### src/hdl/fdsle_pkg.sv
// shared types, constants and widths for the frame delta skip/literal encoder
`default_nettype none
package fdsle_pkg;

  localparam int MAX_FRAME_BYTES = 8192;
  localparam int MAX_LITERAL     = 127;
  localparam int MAX_SKIP        = 128;
  localparam int MAX_RESULTS     = 4;
  localparam int QUEUE_DEPTH     = 2;

  localparam int POS_W      = $clog2(MAX_FRAME_BYTES);
  localparam int FLEN_W     = 14;
  localparam int LIT_W      = $clog2(MAX_LITERAL + 1);
  localparam int SKIP_W     = $clog2(MAX_SKIP + 1);
  localparam int WPOS_W     = 15;
  localparam int OFS_W      = 14;
  localparam int RES_CNT_W  = $clog2(MAX_RESULTS + 1);
  localparam int RES_IDX_W  = $clog2(MAX_RESULTS);
  localparam int QPTR_W     = (QUEUE_DEPTH > 1) ? $clog2(QUEUE_DEPTH) : 1;
  localparam int QCNT_W     = $clog2(QUEUE_DEPTH + 1);

  localparam logic [FLEN_W-1:0] FRAME_LENGTH_RESET = 14'd8000;
  localparam logic [7:0]        SKIP_CODE          = 8'h80;

  typedef struct packed {
    logic [7:0] pixel_byte;
    logic       key_frame;
    logic       frame_end;
  } in_t;

  typedef struct packed {
    logic [7:0]        out_byte;
    logic [OFS_W-1:0]  out_offset;
    logic              out_trailer;
    logic              key_used;
    logic [WPOS_W-1:0] body_length;
  } out_t;

  // classified word passed from front to back
  typedef struct packed {
    logic [7:0] pixel_byte;
    logic       changed;
    logic       last;
    logic       key;
  } cls_t;

  typedef struct packed {
    logic valid;
    logic ready;
  } link_t;

endpackage
`default_nettype wire

### src/hdl/fdsle_queue.sv
// short queue of classified words between front and back
`default_nettype none
module fdsle_queue (
  input  wire logic              clk,
  input  wire logic              rst,
  input  wire fdsle_pkg::link_t  push_link,
  input  wire fdsle_pkg::cls_t   push_data,
  output logic                   push_ready,
  output logic                   pop_valid,
  input  wire logic              pop,
  output fdsle_pkg::cls_t        pop_data
);

  localparam int QPTR_W = fdsle_pkg::QPTR_W;
  localparam int QCNT_W = fdsle_pkg::QCNT_W;

  fdsle_pkg::cls_t    slots [fdsle_pkg::QUEUE_DEPTH];
  logic [QPTR_W-1:0]  wr_ptr;
  logic [QPTR_W-1:0]  rd_ptr;
  logic [QCNT_W-1:0]  q_count;
  logic               do_push;
  logic               do_pop;

  assign push_ready = q_count != QCNT_W'(fdsle_pkg::QUEUE_DEPTH);
  assign pop_valid  = q_count != '0;
  assign pop_data   = slots[rd_ptr];
  assign do_push    = push_link.valid && push_link.ready;
  assign do_pop     = pop && pop_valid;

  always_ff @(posedge clk) begin
    if (rst) begin
      wr_ptr  <= '0;
      rd_ptr  <= '0;
      q_count <= '0;
    end else begin
      if (do_push) begin
        wr_ptr <= (wr_ptr == QPTR_W'(fdsle_pkg::QUEUE_DEPTH - 1)) ? '0 : wr_ptr + 1'b1;
      end
      if (do_pop) begin
        rd_ptr <= (rd_ptr == QPTR_W'(fdsle_pkg::QUEUE_DEPTH - 1)) ? '0 : rd_ptr + 1'b1;
      end
      case ({do_push, do_pop})
        2'b10:   q_count <= q_count + 1'b1;
        2'b01:   q_count <= q_count - 1'b1;
        default: q_count <= q_count;
      endcase
    end
  end

  always_ff @(posedge clk) begin
    if (do_push) begin
      slots[wr_ptr] <= push_data;
    end
  end

`ifndef SYNTHESIS
  a_no_overfill: assert property (@(posedge clk) disable iff (rst)
    q_count == QCNT_W'(fdsle_pkg::QUEUE_DEPTH) && !do_pop |=> q_count == $past(q_count))
    else $error("queue count moved while full and not popped");
`endif

endmodule
`default_nettype wire

### config.mk
export PLATFORM = sky130hd
export DESIGN_NAME = fdsle_queue
export DESIGN_NICKNAME = d
export VERILOG_FILES = /design/src/hdl/fdsle_pkg.sv /design/src/hdl/fdsle_queue.sv
export SDC_FILE = /design/constraint.sdc
export NUM_CORES = 1
export LEC_CHECK = 0
export BUFFER_PORTS_ARGS = -buffer_cell sky130_fd_sc_hd__buf_2
export CORE_MARGIN = 2
export CORE_UTILIZATION = 44
export CTS_CLUSTER_DIAMETER = 150
export DETAILED_ROUTE_END_ITERATION = 12
export PLACE_DENSITY = 0.76
export SLEW_MARGIN = 20
export SYNTH_ARGS = -nofsm -noshare
export SYNTH_HDL_FRONTEND = slang
export SYNTH_SLANG_ARGS = --single-unit
### constraint.sdc
create_clock -name clk -period 1.4 [get_ports clk]
set_clock_uncertainty 0.15 [all_clocks]
set_input_delay 0.14 -clock clk [delete_from_list [all_inputs] [get_ports clk]]
set_output_delay 0.14 -clock clk [all_outputs]
set_load 0.02 [all_outputs]
==> impl_metrics.py <==
metrics = {
    "timing": {
        "worstMarginPinSlew_ns": 0.232,
        "maxSlewViolCount": 0,
        "rsz0062_at_grt": "yes",
        "period_needed_ns": 1.57,
        "setup_violations": 13,
        "maxSlewHeadroom_pct": 84.4,
        "hold_viol": 0,
        "tns_ns": -1.92,
        "fin_crit_sh_pct": 112,
        "setup_ws_ns": -0.168,
        "max_freq_mhz": 638,
    },
    "floorplanning": {
        "row_count": 17,
        "dieHeight_um": 51.8,
        "die_w_um": 51.8,
        "io_pins": 29,
        "die_area_um2": 2680,
        "initial_core_util_pct": 45.8,
        "coreArea_um2": 2190,
    },
    "worst_setup_path": {
        "crit_type": "reg -> out",
        "worstReg2RegStart": "q_count[0]",
        "worst_ep_arrival_time_ns": 1.28,
        "r2r_end": "q_count[1]",
        "end_kind": "output pin",
        "startpoint_type": "register",
        "reg2reg_depth": 5,
        "cp.required_ns": 1.11,
        "reg2reg_slack_ns": -0.16,
        "path_max_fanout": 6,
    },
    "clock_network": {
        "clk_path_buf_depth": 2,
        "clock-root-buffer": "clkbuf_4",
        "clock_sinks": 27,
        "clock_latency_ns": 0.32,
        "cts_buffers": 3,
        "cts_tree": "built",
        "clk_pin_slew_ns": 0.13,
        "htree_levels": 1,
    },
    "logic_synthesis": {
        "yosysSeqAreaShare_pct": 75.8,
        "synth_seq_cells": 27,
        "yosys_warnings": 0,
        "synthDistinctLibCells": 16,
        "synth_nets": 74,
        "synthFlopType": "edfxtp_1",
        "syn_area_um2": 1000,
        "syn_inst": 57,
        "yosys.area.top_type_share_pct": 65.8,
        "synth_top_area_cell": "edfxtp_1",
        "synth-edff-count": 22,
        "ys_async_sr_fraction_pct": 0,
        "avgSynthCellArea_um2": 17.6,
        "synthTopCellsByArea": "edfxtp_1 (66%), mux2_2 (12%), dfxtp_1 (10%), nor2_1 (1.9%), xnor2_1 (1.7%)",
    },
    "final_layout": {
        "multi_input_area_um2": 313,
        "design_area_um2": 1590,
        "layout_commonest_cell": "edfxtp_1",
        "final_cell_mix": "edfxtp_1 (22), buf_6 (18), buf_2 (15)",
        "syn_to_final_growth_pct": 58.2,
        "final_nets": 128,
        "drive_gt1_share_pct": 56.4,
        "diodes": 0,
        "register_area_um2": 764,
        "fill_cells": 145,
    },
    "placed_design": {
        "placed_cell_area_um2": 1250,
        "dp_hpwl_mm": 1.21,
        "finalWeightedCongestion": 0.642,
        "port_buffers": 28,
    },
    "job": {
        "cap_viol_max_count": 0,
    },
    "route": {
        "drt_iter0_drc": 6,
        "dr_wl_met2_mm": 1.04,
        "wl_per_cell_um": 13.5,
        "routed.top_layer": "met3",
        "ant_nets": 0,
        "via_per_inst": 4.62,
        "remaining_drc_errors": 0,
        "wl_met1_um": 745,
        "dr_wl_met3_um": 87,
        "wirelength_mm": 1.87,
        "vias": 638,
        "firstDrtPassIters": 3,
    },
    "hold_path": {
        "min_from": "push_link[0]",
        "min-delay-path-class": "in -> reg",
        "holdPathEnd": "wr_ptr",
        "hold_depth": 4,
    },
    "global_routing": {
        "overflow": 0,
        "antenna_found_initial": 0,
        "grt_pass1_wl_mm": 2.86,
        "grt_pass1_vias": 688,
        "grtUsageTotal_pct": 14.9,
        "grt_max_degree": 16,
    },
    "power_and_ir_drop": {
        "seqPwrFrac_pct": 44.5,
        "p_leak_nw": 0.642,
        "vdd_drop_max_uv": 786,
        "internal_power_mw": 1.57,
        "power.density_nw_per_um2": 1370,
        "p_sw_mw": 0.614,
        "p_comb_share_pct": 40.5,
        "netSwitchingFraction_pct": 28.2,
        "clock_power_share_pct": 15.0,
    },
    "status": {
        "violations": "negative setup slack",
        "status": "finished with violations",
    },
}
synthesized netlist by cell type, drive strengths merged, types with 2 or more instances:
library cell and instances:
mux2 11, xor2 2, xnor2 2, dfxtp 5
edfxtp 22, nor2 5
metrics by stage:
step                      hold slack, ns  setup WS [ns]  cells  util [%]  total power [mW]
after global placement             0.179        -0.0120    119      57.2              1.52
after CTS                          0.115         -0.170    136      71.1              2.12
after floorplan                   0.0550        -0.0380     57         -              1.34
final                              0.126         -0.168    138      72.5              2.18
after global routing               0.155         -0.214    138      72.5              2.28
after detailed placement           0.184        -0.0828    119      57.2              1.54
flip-flops by register name, summed over array words and instances, names as in the netlist, named ones only:
register / cells
q_count: 2
rd_ptr: 1
wr_ptr: 1
slots: 22
worst max-delay path by stage:
stage                     from     endpoint  slack [ns]  cells past startpoint
floorplan           q_count[0]   q_count[1]       -0.04                      5
global placement    q_count[0]   q_count[1]       -0.01                      5
detailed placement  q_count[0]   q_count[1]       -0.08                      5
CTS                   register  pop_data[9]       -0.17                      3
global route          register  pop_data[9]       -0.21                      3
finish                register  pop_data[9]       -0.17                      3
power by group through the flow:
| stage | logic, mW | registers [mW] | clock network (mW) |
|---|---|---|---|
| finish | 0.882 | 0.971 | 0.327 |
| CTS | 0.817 | 0.969 | 0.338 |
| floorplan | 0.355 | 0.980 | 0 |
| global route | 0.937 | 0.976 | 0.363 |
| detailed placement | 0.565 | 0.976 | 0 |
| global placement | 0.545 | 0.971 | 0 |
layout make-up:
cell class,instances,area share [%]
clock buffers,3,1.42
clock inverters,1,0.315
flip-flops and latches,27,48.1
multi-input cells,29,19.7
repair buffers,50,28.2
well taps,28,2.21
worst max-delay path, stage by stage (launching register included):
cell,delay (ns)
dfxtp_2,0.37
buf_6,0.15
mux2_4,0.31
buf_6,0.13
routing by layer:
metal  track usage (%)  vias to the layer above
met5                 0                        -
met4              6.58                        0
met3              2.87                        0
met2              29.1                       20
met1              15.2                      299
li1                  -                      319
what timing repair did:
action,4_1_cts,5_1_grt
cloned,0,0
setup endpoints to repair,13,14
gates resized for setup,45,3
endpoints found under the hold margin,27,0
hold buffers,12,0
setup buffers,1,2
cells by family (layout without fill, tap and decap cells):
group           after synthesis  in the layout  synth area share (%)
xor+xnor                      4              4                  3.49
flops                        27             27                  75.8
buf+inv                       1             54                 0.498
mux                          11             11                  12.3
simple gates                 10             10                  4.74
compound gates                3              3                  1.87
fa+ha+maj                     1              1                  1.25
Note: power is estimated with default switching activity, not from simulation.
