==> src/hdl/fdsle_pkg.sv <==
// shared types, constants and widths for the frame delta skip/literal encoder
`default_nettype none
package fdsle_pkg;

  localparam int MAX_FRAME_BYTES = 8192;
  localparam int MAX_LITERAL     = 127;
  localparam int MAX_SKIP        = 128;
  localparam int MAX_RESULTS     = 4;
  localparam int QUEUE_DEPTH     = 2;

  localparam int POS_W      = $clog2(MAX_FRAME_BYTES);
  localparam int FLEN_W     = 14;
  localparam int LIT_W      = $clog2(MAX_LITERAL + 1);
  localparam int SKIP_W     = $clog2(MAX_SKIP + 1);
  localparam int WPOS_W     = 15;
  localparam int OFS_W      = 14;
  localparam int RES_CNT_W  = $clog2(MAX_RESULTS + 1);
  localparam int RES_IDX_W  = $clog2(MAX_RESULTS);
  localparam int QPTR_W     = (QUEUE_DEPTH > 1) ? $clog2(QUEUE_DEPTH) : 1;
  localparam int QCNT_W     = $clog2(QUEUE_DEPTH + 1);

  localparam logic [FLEN_W-1:0] FRAME_LENGTH_RESET = 14'd8000;
  localparam logic [7:0]        SKIP_CODE          = 8'h80;

  typedef struct packed {
    logic [7:0] pixel_byte;
    logic       key_frame;
    logic       frame_end;
  } in_t;

  typedef struct packed {
    logic [7:0]        out_byte;
    logic [OFS_W-1:0]  out_offset;
    logic              out_trailer;
    logic              key_used;
    logic [WPOS_W-1:0] body_length;
  } out_t;

  // classified word passed from front to back
  typedef struct packed {
    logic [7:0] pixel_byte;
    logic       changed;
    logic       last;
    logic       key;
  } cls_t;

  typedef struct packed {
    logic valid;
    logic ready;
  } link_t;

endpackage
`default_nettype wire

==> src/hdl/fdsle_back.sv <==
// back end: skip and literal run coding, result buffer and output register
`default_nettype none
module fdsle_back (
  input  wire logic             clk,
  input  wire logic             rst,
  input  wire logic             q_valid,
  input  wire fdsle_pkg::cls_t  q_data,
  output logic                  q_pop,
  output logic                  out_valid,
  input  wire logic             out_stall,
  output fdsle_pkg::out_t       out_data
);

  localparam int LIT_W   = fdsle_pkg::LIT_W;
  localparam int SKIP_W  = fdsle_pkg::SKIP_W;
  localparam int WPOS_W  = fdsle_pkg::WPOS_W;
  localparam int OFS_W   = fdsle_pkg::OFS_W;
  localparam int CNT_W   = fdsle_pkg::RES_CNT_W;
  localparam int IDX_W   = fdsle_pkg::RES_IDX_W;
  localparam int NRES    = fdsle_pkg::MAX_RESULTS;

  logic [SKIP_W-1:0] skip_run;
  logic              literal_active;
  logic [LIT_W-1:0]  literal_count;
  logic [OFS_W-1:0]  count_slot;
  logic [WPOS_W-1:0] write_position;
  logic              held_valid;
  logic [7:0]        held_byte;

  logic [SKIP_W-1:0] skip_run_next;
  logic              literal_active_next;
  logic [LIT_W-1:0]  literal_count_next;
  logic [OFS_W-1:0]  count_slot_next;
  logic [WPOS_W-1:0] write_position_next;
  logic              held_valid_next;
  logic [7:0]        held_byte_next;

  fdsle_pkg::out_t   res [NRES];
  logic [CNT_W-1:0]  res_count;

  fdsle_pkg::out_t   pend [NRES];
  logic [CNT_W-1:0]  pend_count;
  logic              drain;
  logic              take;

  function automatic fdsle_pkg::out_t body_word(logic [7:0] b, logic [WPOS_W-1:0] ofs);
    fdsle_pkg::out_t r;
    r.out_byte    = b;
    r.out_offset  = ofs[OFS_W-1:0];
    r.out_trailer = 1'b0;
    r.key_used    = 1'b0;
    r.body_length = '0;
    return r;
  endfunction

  function automatic logic [7:0] skip_byte(logic [SKIP_W-1:0] run);
    logic [SKIP_W-1:0] m;
    m = run - SKIP_W'(1);
    return fdsle_pkg::SKIP_CODE | {1'b0, 7'(m)};
  endfunction

  assign drain = (pend_count != '0) && (!out_valid || !out_stall);
  assign take  = q_valid && ((pend_count == '0) || (pend_count == CNT_W'(1) && drain));
  assign q_pop = take;

  always_comb begin
    logic [SKIP_W-1:0] sr;
    logic              la;
    logic [LIT_W-1:0]  lc;
    logic [OFS_W-1:0]  cs;
    logic [WPOS_W-1:0] wp;
    logic              hv;
    logic [7:0]        hb;
    logic [CNT_W-1:0]  n;
    sr = skip_run;
    la = literal_active;
    lc = literal_count;
    cs = count_slot;
    wp = write_position;
    hv = held_valid;
    hb = held_byte;
    n  = '0;
    for (int i = 0; i < NRES; i++) begin
      res[i] = '0;
    end

    if (!la) begin
      if (q_data.changed) begin
        if (sr != '0) begin
          res[n[IDX_W-1:0]] = body_word(skip_byte(sr), wp);
          n  = n + 1'b1;
          wp = wp + 1'b1;
          sr = '0;
        end
        // open literal, reserve the count slot
        cs = wp[OFS_W-1:0];
        wp = wp + 1'b1;
        la = 1'b1;
        lc = '0;
        hv = 1'b0;
        res[n[IDX_W-1:0]] = body_word(q_data.pixel_byte, wp);
        n  = n + 1'b1;
        wp = wp + 1'b1;
        lc = lc + 1'b1;
        if (lc >= LIT_W'(fdsle_pkg::MAX_LITERAL)) begin
          res[n[IDX_W-1:0]] = body_word(8'(lc), {1'b0, cs});
          n  = n + 1'b1;
          la = 1'b0;
          lc = '0;
          hv = 1'b0;
        end
      end else if (sr >= SKIP_W'(fdsle_pkg::MAX_SKIP)) begin
        res[n[IDX_W-1:0]] = body_word(skip_byte(SKIP_W'(fdsle_pkg::MAX_SKIP)), wp);
        n  = n + 1'b1;
        wp = wp + 1'b1;
        sr = SKIP_W'(1);
      end else begin
        sr = sr + 1'b1;
      end
    end else if (!q_data.changed) begin
      if (hv) begin
        res[n[IDX_W-1:0]] = body_word(8'(lc), {1'b0, cs});
        n  = n + 1'b1;
        la = 1'b0;
        lc = '0;
        hv = 1'b0;
        sr = SKIP_W'(2);
      end else if ({1'b0, lc} + 1'b1 >= (LIT_W + 1)'(fdsle_pkg::MAX_LITERAL)) begin
        res[n[IDX_W-1:0]] = body_word(8'(lc), {1'b0, cs});
        n  = n + 1'b1;
        la = 1'b0;
        lc = '0;
        hv = 1'b0;
        sr = SKIP_W'(1);
      end else begin
        hv = 1'b1;
        hb = q_data.pixel_byte;
      end
    end else begin
      if (hv) begin
        hv = 1'b0;
        res[n[IDX_W-1:0]] = body_word(hb, wp);
        n  = n + 1'b1;
        wp = wp + 1'b1;
        lc = lc + 1'b1;
        if (lc >= LIT_W'(fdsle_pkg::MAX_LITERAL)) begin
          res[n[IDX_W-1:0]] = body_word(8'(lc), {1'b0, cs});
          n  = n + 1'b1;
          la = 1'b0;
          lc = '0;
        end
      end
      if (!la) begin
        cs = wp[OFS_W-1:0];
        wp = wp + 1'b1;
        la = 1'b1;
        lc = '0;
        hv = 1'b0;
      end
      res[n[IDX_W-1:0]] = body_word(q_data.pixel_byte, wp);
      n  = n + 1'b1;
      wp = wp + 1'b1;
      lc = lc + 1'b1;
      if (lc >= LIT_W'(fdsle_pkg::MAX_LITERAL)) begin
        res[n[IDX_W-1:0]] = body_word(8'(lc), {1'b0, cs});
        n  = n + 1'b1;
        la = 1'b0;
        lc = '0;
        hv = 1'b0;
      end
    end

    if (q_data.last) begin
      if (la) begin
        res[n[IDX_W-1:0]] = body_word(8'(lc), {1'b0, cs});
        n  = n + 1'b1;
      end
      // trailing skip is dropped
      res[n[IDX_W-1:0]].out_byte    = '0;
      res[n[IDX_W-1:0]].out_offset  = '0;
      res[n[IDX_W-1:0]].out_trailer = 1'b1;
      res[n[IDX_W-1:0]].key_used    = q_data.key;
      res[n[IDX_W-1:0]].body_length = wp;
      n  = n + 1'b1;
      sr = '0;
      la = 1'b0;
      lc = '0;
      cs = '0;
      wp = '0;
      hv = 1'b0;
    end

    skip_run_next       = sr;
    literal_active_next = la;
    literal_count_next  = lc;
    count_slot_next     = cs;
    write_position_next = wp;
    held_valid_next     = hv;
    held_byte_next      = hb;
    res_count           = n;
  end

  always_ff @(posedge clk) begin
    if (rst) begin
      skip_run       <= '0;
      literal_active <= 1'b0;
      literal_count  <= '0;
      count_slot     <= '0;
      write_position <= '0;
      held_valid     <= 1'b0;
      pend_count     <= '0;
      out_valid      <= 1'b0;
    end else begin
      if (take) begin
        skip_run       <= skip_run_next;
        literal_active <= literal_active_next;
        literal_count  <= literal_count_next;
        count_slot     <= count_slot_next;
        write_position <= write_position_next;
        held_valid     <= held_valid_next;
        pend_count     <= res_count;
      end else if (drain) begin
        pend_count <= pend_count - 1'b1;
      end
      if (!out_valid || !out_stall) begin
        out_valid <= pend_count != '0;
      end
    end
  end

  always_ff @(posedge clk) begin
    if (take) begin
      held_byte <= held_byte_next;
      for (int i = 0; i < NRES; i++) begin
        pend[i] <= res[i];
      end
    end else if (drain) begin
      for (int i = 0; i < NRES - 1; i++) begin
        pend[i] <= pend[i + 1];
      end
    end
    if (!out_valid || !out_stall) begin
      out_data <= pend[0];
    end
  end

`ifndef SYNTHESIS
  a_pend_bound: assert property (@(posedge clk) disable iff (rst)
    pend_count <= CNT_W'(NRES))
    else $error("result buffer holds more than its depth");

  a_trailer_clean: assert property (@(posedge clk) disable iff (rst)
    out_valid && out_data.out_trailer |-> out_data.out_byte == '0 && out_data.out_offset == '0)
    else $error("trailer word carries a body byte or offset");

  a_take_empty: assert property (@(posedge clk) disable iff (rst)
    take && res_count == '0 |=> pend_count == '0)
    else $error("result buffer not empty after a word with no results");
`endif

endmodule
`default_nettype wire

==> config.mk <==
export PLATFORM = sky130hd
export DESIGN_NAME = fdsle_back
export DESIGN_NICKNAME = d
export VERILOG_FILES = /design/src/hdl/fdsle_pkg.sv /design/src/hdl/fdsle_back.sv
export SDC_FILE = /design/constraint.sdc
export NUM_CORES = 1
export LEC_CHECK = 0
export BUFFER_PORTS_ARGS = -buffer_cell sky130_fd_sc_hd__buf_2
export CAP_MARGIN = 30
export CELL_PAD_IN_SITES_DETAIL_PLACEMENT = 1
export CELL_PAD_IN_SITES_GLOBAL_PLACEMENT = 1
export CORE_MARGIN = 2
export CORE_UTILIZATION = 30
export CTS_CLUSTER_DIAMETER = 40
export DETAILED_ROUTE_END_ITERATION = 10
export GPL_ROUTABILITY_DRIVEN = 1
export GPL_TIMING_DRIVEN = 0
export PLACE_DENSITY = 0.54
export SYNTH_ARGS = -nofsm -noshare
export SYNTH_HDL_FRONTEND = slang
export SYNTH_SLANG_ARGS = --single-unit
==> constraint.sdc <==
create_clock -name clk -period 6.4 [get_ports clk]
set_input_delay 1.28 -clock clk [delete_from_list [all_inputs] [get_ports clk]]
set_output_delay 1.28 -clock clk [all_outputs]
set_load 0.05 [all_outputs]
==> impl_results.md <==
* Result of the run: finished clean
* Kind of start point of the critical path: flip-flop
* Source-to-sink clock delay at the later pin of the worst-skew pair at about 600 ps
* Clock transition at the register clock pins on the worst setup and hold paths after CTS at about 50 ps
* Min cycle time layout at roughly 6200 ps
* Tightest slew margin relative to the limit at about a quarter
* Commonest cells after routing, fill and taps aside: nor2_1, edfxtp_1, nand2_1, a21oi_1, o21ai_0
* Overall Global Routing Usage at 26.77%
* Routed wire length at approximately 77 mm
* Synth Area in XOR/XNOR at under 10%
* Height of the chip at about 240 µm
* Average via count per standard cell at 5.922
* Worst Hold End: out_data[2]$_DFFE_PN_
* Arrival @ worst endpoint at between 6000 and 7000 ps
* Initial DRT Pass Iterations at 5
* Part of the Yosys area used for sequential elements at between 40% and 50%
* Final setup violation count at 0
* Root Buffer Master: clkbuf_16
* Post-DRT Antenna Nets at 0
* Final Hold Viols at 0
* Post-detail-place hpwl at 58.94 mm
* Count of filler cells inserted in the layout at around 6300
* Antenna violations before repair at 0
* Placed Area at between 15000 and 20000 µm²
* Number of instances in the synthesized netlist at 1819
* Clock tree skew after final layout at roughly 26 ps
* Iter 0 DRT Violations at 1439
* Number of pins with negative max-slew slack in the final report at 0
* Power density cells at approximately 420 nW/µm²
* Setup slack on the worst flop-to-flop path at about 200 ps
* Highest cell delay on the worst timing path at slightly above 400 ps
* Setup CP Type: flip-flop to flip-flop
* Gr ovfl total at 0
* Cell at the slowest stage of the critical path: o32a_1
* Leakage power at between 7 and 8 nW
* Final TNS setup at 0 ps
* Syn-to-layout area delta at 21.96%
* Share of synthesized cell area in full adder, half adder and majority cells at 2.190%
* Via count of the first global-routing pass at around 16000
* Post-route clock period utilization at 96.86%
* Total nets after synthesis at 1863
* #FFs+latches synth at 253
* Worst hold start: pend[0][2]$_DFFE_PP_
* Length in cells of the worst reg-to-reg path at 28
* Count of H-tree levels built during CTS at 2
* Synth cell types at slightly below 100
* TritonCTS sink count at roughly 250
* Average wire per cell in the routed design at between 20 and 30 µm
* Compound-Gate Fraction of Synth Area at between 20% and 30%
* CP Max Fanout at 19
* Number of enable flip-flop cells after synthesis at 203
* Clock tree from TritonCTS: built
* Critical R2R Launch: literal_count[1]$_SDFFE_PP0P_
* Final Core Density at a little under two fifths
* Highest clock frequency the design can meet at 0.1613 GHz
* Worst hold-check path type: flip-flop to flip-flop
* Multiplexer fraction of the synthesized cell area at 2.620%
* GP Congestion at 0.9629
* Clock buffer count from CTS at 48
* CP Capture Type: flip-flop
* Required time at the endpoint of the critical path at 6830 ps
* Most common library cell in the layout ignoring fill and taps: nor2_1
* Number of cells traversed by the worst hold path at 0
* Async SR Flop Fraction at 0%
* Simple-gate portion of the synthesized area at 19.34%
* I/O pins at 56
* Layout cell share with drive strength beyond 1 at between 15 and 20%
* Main combinational cell family by area after synthesis: compound AO/OA/AOI/OAI gates
* Max-cap violations at 0
* Area of the mapped netlist at 16570 µm²
* Total number of placement rows at 86
* Post-route DRC violation count at 0
* Core ar. at 54880 µm²
* Final-stage net count at 1991
* Largest voltage drop on the vdd net at ~0.23 mV
* Global-route wire length before repair at around 110 mm
* Mean Syn Cell Area at 9.110 µm²
* Area of all placed cells without fillers at around 20000 µm²
* Effective utilization at floorplan at a little under a third
* Actual transition at the worst max-transition pin at approximately 1100 ps
* Horizontal die dimension at 239.0 µm
* Yosys warnings at 0
* Overall die area at between 50000 and 60000 µm²
* Maximum number of pins on one net before global-route repair at 50
* Bufs on Longest Clock Path at 3
* Worst reg2reg path endpoint: pend[1][32]$_DFFE_PP_
* Via Count at 15937
* Main flop type after synthesis: edfxtp_1
* Number of buffers added on ports at 54
-- per-stage QoR --
step / total power [mW] / cells / setup slack [ps] / hold WS (ps)
floorplan: 4.623 / 1819 / 61.22 / 400.3
global placement: 5.589 / 2577 / -3798 / 401.1
detailed placement: 5.629 / 2584 / -3188 / 406.1
CTS: 8.465 / 2686 / 15.05 / 418.5
global route: 8.826 / 2690 / -14.76 / 424.1
finish: 8.450 / 2691 / 201.0 / 416.4
-- flip-flops by register name (all words and copies together), names as in the netlist --
signal          cells
pend              156
held_valid          1
write_position     15
count_slot         14
pend_count          3
literal_active      1
literal_count       7
out_data           39
out_valid           1
skip_run            8
held_byte           8
-- Yosys cell counts (6+ instances only) --
master     number  share of area [%]
nand3_1        62                1.9
and3_1         18               0.68
or3_1          12               0.45
buf_2          18               0.54
clkbuf_1      104                2.4
a31o_2          6               0.32
ha_1           29                2.2
o21a_1          6               0.27
buf_4           8               0.36
dfxtp_1        50                6.0
nor2_1        221                5.0
nor2b_1        15               0.57
nor3_1         41                1.2
nor4_1         18               0.68
o22ai_1        28                1.1
a211oi_1       18               0.82
xnor2_1        62                3.3
a2bb2oi_1      13               0.69
a22oi_1        29                1.3
nand2b_1        7               0.26
mux2i_1        31                1.9
xor2_1         26                1.4
a22o_1         30                1.6
a221oi_1       37                2.0
or2_2           6               0.23
nand4_1        33                1.2
a21o_1          8               0.36
a21oi_1       118                3.6
nand2_1       152                3.4
nand4b_1        7               0.37
o21ai_0       101                3.1
o31ai_1        21               0.95
inv_1          52                1.2
buf_1          16               0.36
a32o_1          8               0.48
edfxtp_1      203                 37
a31oi_1        24               0.91
and2_1         16               0.60
a32oi_1        11               0.58
o211ai_1       19               0.86
-- logic make-up (layout without fill, tap and decap cells) --
group,count (synthesis),in the layout
other,1,2
buffers and inverters,204,371
flip-flops,253,253
XOR/XNOR,94,94
adder cells (fa/ha/maj),29,29
AO/OA/AOI/OAI,546,546
multiplexers,38,38
AND/OR/NAND/NOR,654,654
-- routing by layer --
layer | vias up | share of wire (%) | track usage (%)
met2 | 587 | 44 | 40.55
met5 | - | 0 | 0
li1 | 7120 | - | -
met3 | 137 | 6.2 | 3.510
met1 | 8093 | 46 | 38.46
met4 | 0 | 4.0 | 10.63
-- cell type report --
class | instances | area (µm²) | share of cell area, %
diodes | 1 | 2.502 | 0.01238
clock buffers | 62 | 1326 | 6.562
flip-flops and latches | 253 | 7098 | 35.12
multi-input cells | 1362 | 9046 | 44.76
clock inverters | 27 | 421.7 | 2.086
well taps | 704 | 880.8 | 4.358
plain buffers | 144 | 690.7 | 3.417
repair buffers | 82 | 534.3 | 2.643
inverters | 56 | 210.2 | 1.040
-- timing repair --
item,4_1_cts,5_1_grt
buffers inserted,15,5
cloned,1,0
hold buffers,0,0
setup endpoints to repair,175,128
resized for setup,83,32
pin swaps,15,14
-- power by group --
group / switching, mW / internal [mW] / leakage [nW] / total, mW
sequential: 0.168 / 2.67 / 2.50 / 2.84
combinational: 2.16 / 0.703 / 3.70 / 2.86
clock: 0.940 / 1.80 / 0.843 / 2.74
-- critical path: cells and delay by family, from the launching register on --
family | cells | cell delay (ps)
AOI/OAI and AO/OA | 7 | 1790
adders and majority gates | 4 | 1010
buffers and inverters | 8 | 1270
DFF | 1 | 370
and+or+nand+nor | 9 | 1550
-- how the worst max path moves through the flow --
stage	startpoint	end	slack, ps	cells past startpoint
finish	literal_count[1]$_SDFFE_PP0P_	pend[1][32]$_DFFE_PP_	200	28
global route	literal_count[2]$_SDFFE_PP0P_	pend[1][35]$_DFFE_PP_	-10	30
detailed placement	literal_count[1]$_SDFFE_PP0P_	pend[0][30]$_DFFE_PP_	-3190	28
floorplan	literal_count[1]$_SDFFE_PP0P_	pend[0][37]$_DFFE_PP_	60	29
global placement	out_stall	pend[0][33]$_DFFE_PP_	-3800	8
CTS	literal_count[1]$_SDFFE_PP0P_	pend[1][26]$_DFFE_PP_	20	28
No activity file was read; power rests on OpenSTA's default activity.
